==> config.mk <==
export PLATFORM = sky130hd
export DESIGN_NAME = dpes_out_stage
export DESIGN_NICKNAME = d
export VERILOG_FILES = /design/src/sv/degree_preserving_edge_swap_macros.svh /design/src/sv/dpes_pkg.sv /design/src/sv/dpes_out_stage.sv
export SDC_FILE = /design/constraint.sdc
export NUM_CORES = 1
export LEC_CHECK = 0
export ABC_AREA = 1
export BUFFER_PORTS_ARGS = -buffer_cell sky130_fd_sc_hd__buf_2
export CAP_MARGIN = 20
export CORE_MARGIN = 3
export CORE_UTILIZATION = 34
export CTS_CLUSTER_DIAMETER = 120
export DETAILED_ROUTE_END_ITERATION = 8
export HOLD_SLACK_MARGIN = 0.05
export PLACE_DENSITY = 0.72
export SYNTH_ARGS = -nofsm -noshare
export SYNTH_HDL_FRONTEND = slang
export SYNTH_SLANG_ARGS = --single-unit
==> constraint.sdc <==
create_clock -name i_clk -period 0.8 [get_ports i_clk]
set_input_delay 0.08 -clock i_clk [delete_from_list [all_inputs] [get_ports i_clk]]
set_output_delay 0.08 -clock i_clk [all_outputs]
set_load 0.005 [all_outputs]
==> src/sv/degree_preserving_edge_swap_macros.svh <==
// Assertion macros for the edge swap engine.
`ifndef DEGREE_PRESERVING_EDGE_SWAP_MACROS_SVH
`define DEGREE_PRESERVING_EDGE_SWAP_MACROS_SVH

// Consequent must hold in the same cycle as the antecedent.
`define DPES_ASSERT_SAME(label, ante, cons, msg) \
    label: assert property (@(posedge i_clk) disable iff (!i_rst_n) (ante) |-> (cons)) \
        else $error(msg);

// Consequent must hold in the cycle after the antecedent.
`define DPES_ASSERT_NEXT(label, ante, cons, msg) \
    label: assert property (@(posedge i_clk) disable iff (!i_rst_n) (ante) |=> (cons)) \
        else $error(msg);

`endif

==> src/sv/dpes_pkg.sv <==
`timescale 1ns / 1ps
`default_nettype none

package dpes_pkg;

    // Default sizes
    localparam int DPES_NODES       = 64;
    localparam int DPES_EDGES       = 1024;
    localparam int DPES_WEIGHT_BITS = 16;

    // Fixed port widths
    localparam int STATUS_W = 3;
    localparam int RWEIGHT_W = 16;

    // Command codes
    localparam logic [1:0] CMD_LOAD = 2'd0;
    localparam logic [1:0] CMD_SWAP = 2'd1;
    localparam logic [1:0] CMD_READ = 2'd2;

    // Result status codes
    localparam logic [STATUS_W-1:0] ST_LOADED  = 3'd0;
    localparam logic [STATUS_W-1:0] ST_SWAPPED = 3'd1;
    localparam logic [STATUS_W-1:0] ST_SHARED  = 3'd2;
    localparam logic [STATUS_W-1:0] ST_EXISTS  = 3'd3;
    localparam logic [STATUS_W-1:0] ST_READ    = 3'd4;

    // One result item
    typedef struct packed {
        logic [STATUS_W-1:0]  status;
        logic [RWEIGHT_W-1:0] read_weight;
    } t_result;

endpackage

`default_nettype wire

==> src/sv/dpes_out_stage.sv <==
`timescale 1ns / 1ps
`default_nettype none

// Output register: holds one result item until the sink takes it.
module dpes_out_stage (
    input  wire logic               i_clk,
    input  wire logic               i_rst_n,
    input  wire logic               i_load,
    input  wire dpes_pkg::t_result  i_result,
    output logic                    o_free,
    output logic                    o_valid,
    input  wire logic               i_stall,
    output logic [dpes_pkg::STATUS_W-1:0]  o_status,
    output logic [dpes_pkg::RWEIGHT_W-1:0] o_read_weight
);

    import dpes_pkg::*;

    logic    r_valid;
    logic    n_valid;
    t_result r_data;

    // room when empty or when the held item leaves this cycle
    assign o_free = !r_valid || !i_stall;

    always_comb begin
        n_valid = r_valid;
        if (i_load) begin
            n_valid = 1'b1;
        end else if (r_valid && !i_stall) begin
            n_valid = 1'b0;
        end
    end

    always_ff @(posedge i_clk) begin
        if (!i_rst_n) begin
            r_valid <= 1'b0;
        end else begin
            r_valid <= n_valid;
        end
    end

    always_ff @(posedge i_clk) begin
        if (i_load) begin
            r_data <= i_result;
        end
    end

    assign o_valid       = r_valid;
    assign o_status      = r_data.status;
    assign o_read_weight = r_data.read_weight;

endmodule

`default_nettype wire

# [Yosys cells after proc, flatten, opt, wreduce, memory -nomap -nowiden]
# Index checks and enable logic that the tools add are counted.
[word_totals] in_bits=23 regBits=20
[classes] n_reduce_logical=5 n_mux=2
[ops] op="1-bit logical NOT" n=2
[ops] op="1-bit 2-to-1 mux" n=2
[ops] op="2-bit nonzero test" n=1
[ops] op="1-bit logical AND" n=1
[ops] op="1-bit logical OR" n=1

# [Longest topological paths before layout]
[depth] depth_word=4 ltp_mapped=2

# [Worst setup path before layout]
# OpenSTA, ideal clock, no wires.
[synth_timing] path_kind="register -> register" startpoint="register r_valid, in the netlist o_valid" endpoint="register r_valid, in the netlist o_valid" stages_incl_launch_ff=3 period_less_slack_ns=0.565 slack_ns=0.235 arrival_ns=0.499 path_buffers=0 setup_time_ns=0.066 cell_sequence="dfxtp_1 > nand2_2 > a21oi_2"
[synth_between] elab_chain_len=2
[synth_rtl] element="from (decl)" line_no="dpes_out_stage.sv:19" source="logic r_valid;"
[synth_rtl] element="from (signal assigned)" line_no="dpes_out_stage.sv:39" source="r_valid <= n_valid;"
[synth_rtl] element="1-bit logical AND" line_no="dpes_out_stage.sv:30" source="end else if (r_valid && !i_stall) begin"
[synth_rtl] element="2-bit nonzero test (no source line)"
# Every way passes these cells.
# A chain may end at the register's enable or synchronous reset.

# [Worst setup path in the final report]
[layout_timing] startpoint="register r_data (netlist bit o_read_weight[12])" endpoint="output port o_read_weight[12] (netlist name)"
[layout_lines] element="from (decl)" line_no="dpes_out_stage.sv:21" source="t_result r_data;"
[layout_lines] element="from (signal assigned)" line_no="dpes_out_stage.sv:45" source="r_data <= i_result;"
[layout_lines] element="to (decl)" line_no="dpes_out_stage.sv:14" source="output logic [dpes_pkg::RWEIGHT_W-1:0] o_read_weight"
# No word-level cell between the ends.

==> reports/metrics.yaml <==
outcome: "finished with violations"
required_ns: 0.72
globalRouteMet2Util_pct: 21.6
drt-total-wl_um: 1480
grt.overflow.total: 0
p_leak_nw: 0.507
layout_setup_ws_ns: -0.126
path_buf_inv: 1
cts_tree: "yes"
crit_cells: 1
cts-htree-levels: 1
yosysTopAreaCell: "edfxtp_1"
drtIter0Drc: 14
clk_root_buffer_cell: "clkbuf_4"
synth.avg_cell_area_um2: 25.5
grt_pass1_wl_um: 2330
finClkSkew_ns: 0
die_h_um: 48.5
max_slew_margin_pct: 92.3
multi_input_area_um2: 15.0
reg2reg_slack_ns: 0.08
synthFlopType: "edfxtp_1"
grtUsageTotal_pct: 13.4
fp.coreArea_um2: 1590
grtUsageMet3_pct: 4.29
setup_viol: 21
viasPerCell: 4.10
drive_gt1_share_pct: 55.9
die-area_um2: 2350
worstMarginPinSlew_ns: 0.115
hold_depth: 4
fin_util_pct: 72.3
finalCritPeriodShare_pct: 116
cp_top_family: "flip-flops"
synth_common_cells: "edfxtp_1, inv_1, a21oi_2, dfxtp_1, nand2_2"
cts_made_buffers: 3
violations: "setup timing"
std_cell_rows: 14
ys_seq_area_share_pct: 96.3
seqCellArea_um2: 592
worstPathMaxFanout: 1
path_clk_slew_ns: 0.12
io_pins: 44
netlist_instances: 24
syn2layout_area_growth_pct: 88.0
drtAntennaViolNets: 0
syn-num-nets: 47
synth_edf_count: 19
worstPathArrival_ns: 0.85
synth_top_area_share_pct: 93.1
async_flop_share_pct: 0
irDropWorstVdd_mv: 1.15
top_usage_layer: "met2"
port_buffers: 43
cp-start-kind: "register"
maxCapViolCount: 0
min_period_ns: 0.926
cts.sinks: 20
power_w: 0.00234
initial_utilization_pct: 38.5
wl_per_cell_um: 12.7
cts_buffer_depth: 2
critPathLaunch: "o_read_weight[12]"
fmax_mhz: 1080
path_class: "reg -> out"
rsz0062_at_grt: "yes"
clk_latency_ns: 0.30
synth-seq-cells: 20
r2r_start: "o_valid"
synth.most_common_cell: "edfxtp_1"
reg2reg_to: "o_valid"
netlist_area_um2: 613
antenna_found_initial: 0
worstRegToRegCells: 3
remaining_drc_errors: 0
cp_slowest_stage_delay_ns: 0.40
worst_path_max_delay_cell: "edfxtp_1"
drtPass1Iterations: 4
grt_max_degree: 21
die_w_um: 48.5
slew_violations: 0
crit_path_end_kind: "output pin"
hold_viol_final: 0
n_fill_cell: 103
dpl.hpwl_um: 868
synthTopCellsByArea: "edfxtp_1, dfxtp_1, a21oi_2"
path_cells: "buf_2"
via_count: 480
powerDensity_nw_per_um2: 2030
grt_pass1_vias: 503
grt.met1_usage_pct: 15.5
synth.yosys.warnings: 0
ys_types: 5
fin_nets: 117
place.gp.congestion: 0.683
critPathCapture: "o_read_weight[12]"
min-delay-path-class: "in -> reg"
diodes: 0
-- layer usage --
metal	share of wire, %	up-vias
met2	50	24
met3	6.7	8
met4	4.0	0
li1	-	229
met1	39	219
met5	0	-
-- layout by cell type, fill, tap and decap left out --
cell type       n
buf_6           2
edfxtp_1       19
bufinv_16       1
clkbuf_4        3
nand2_2         1
buf_2          41
dfxtp_2         1
buf_12          1
a21oi_2         1
inv_1           2
buf_4           1
dlygate4sd3_1  20
-- worst min path at each step --
stage | start | to | slack (ns)
detailed placement | i_result[11] | o_read_weight[11] | 0.26
floorplan | i_result[0] | o_read_weight[0] | 0.18
finish | i_stall | o_valid | 0.11
global placement | i_result[13] | o_read_weight[13] | 0.26
global route | i_stall | o_valid | 0.10
CTS | i_stall | o_valid | 0.01
-- sequential cells by signal, indices dropped and copies added, names as in the netlist --
| signal | flops |
|---|---|
| o_read_weight | 16 |
| o_status | 3 |
| o_valid | 1 |
-- cell families after synthesis --
family | share of synthesized area [%]
flops | 96.3
compound gates | 1.43
buf+inv | 1.22
simple gates | 1.02
-- area by class of cell --
class | count | area share, %
flip-flops and latches | 20 | 51.4
repair buffers | 65 | 39.5
clock inverters | 1 | 2.61
well taps | 24 | 2.61
clock buffers | 3 | 1.95
multi-input cells | 2 | 1.30
inverters | 2 | 0.651
-- what timing repair did --
item / 4_1_cts / 5_1_grt
resized for setup: 1 / 2
pin swaps: 0 / 1
hold buffers: 20 / 0
setup buffers: 0 / 1
setup endpoints to repair: 21 / 21
endpoints found under the hold margin: 20 / 0
-- report_power, final --
part	internal (W)	switching, W	total (W)	leakage, nW
Clock	0.000506	0.000311	0.000817	0.0279
Sequential	0.00123	0.0000194	0.00125	0.195
Combinational	0.000174	0.0000956	0.000269	0.285
Total	0.00191	0.000426	0.00234	0.507
-- worst reg2reg max path, stage by stage (launching register included) --
cell,delay [ns]
dfxtp_2,0.36
nand2_2,0.07
buf_4,0.13
a21oi_2,0.10
-- through the flow --
stage	setup slack [ns]	hold slack [ns]	cell area (um2)	std cells	TNS, ns
floorplan	0.235	0.179	613	24	0
global placement	0.163	0.259	878	92	0
detailed placement	0.150	0.259	878	92	0
CTS	-0.115	0.0140	1130	116	-1.78
global route	-0.176	0.104	1150	117	-2.77
finish	-0.126	0.114	1150	117	-1.75
No activity file was read; power rests on OpenSTA's default activity.
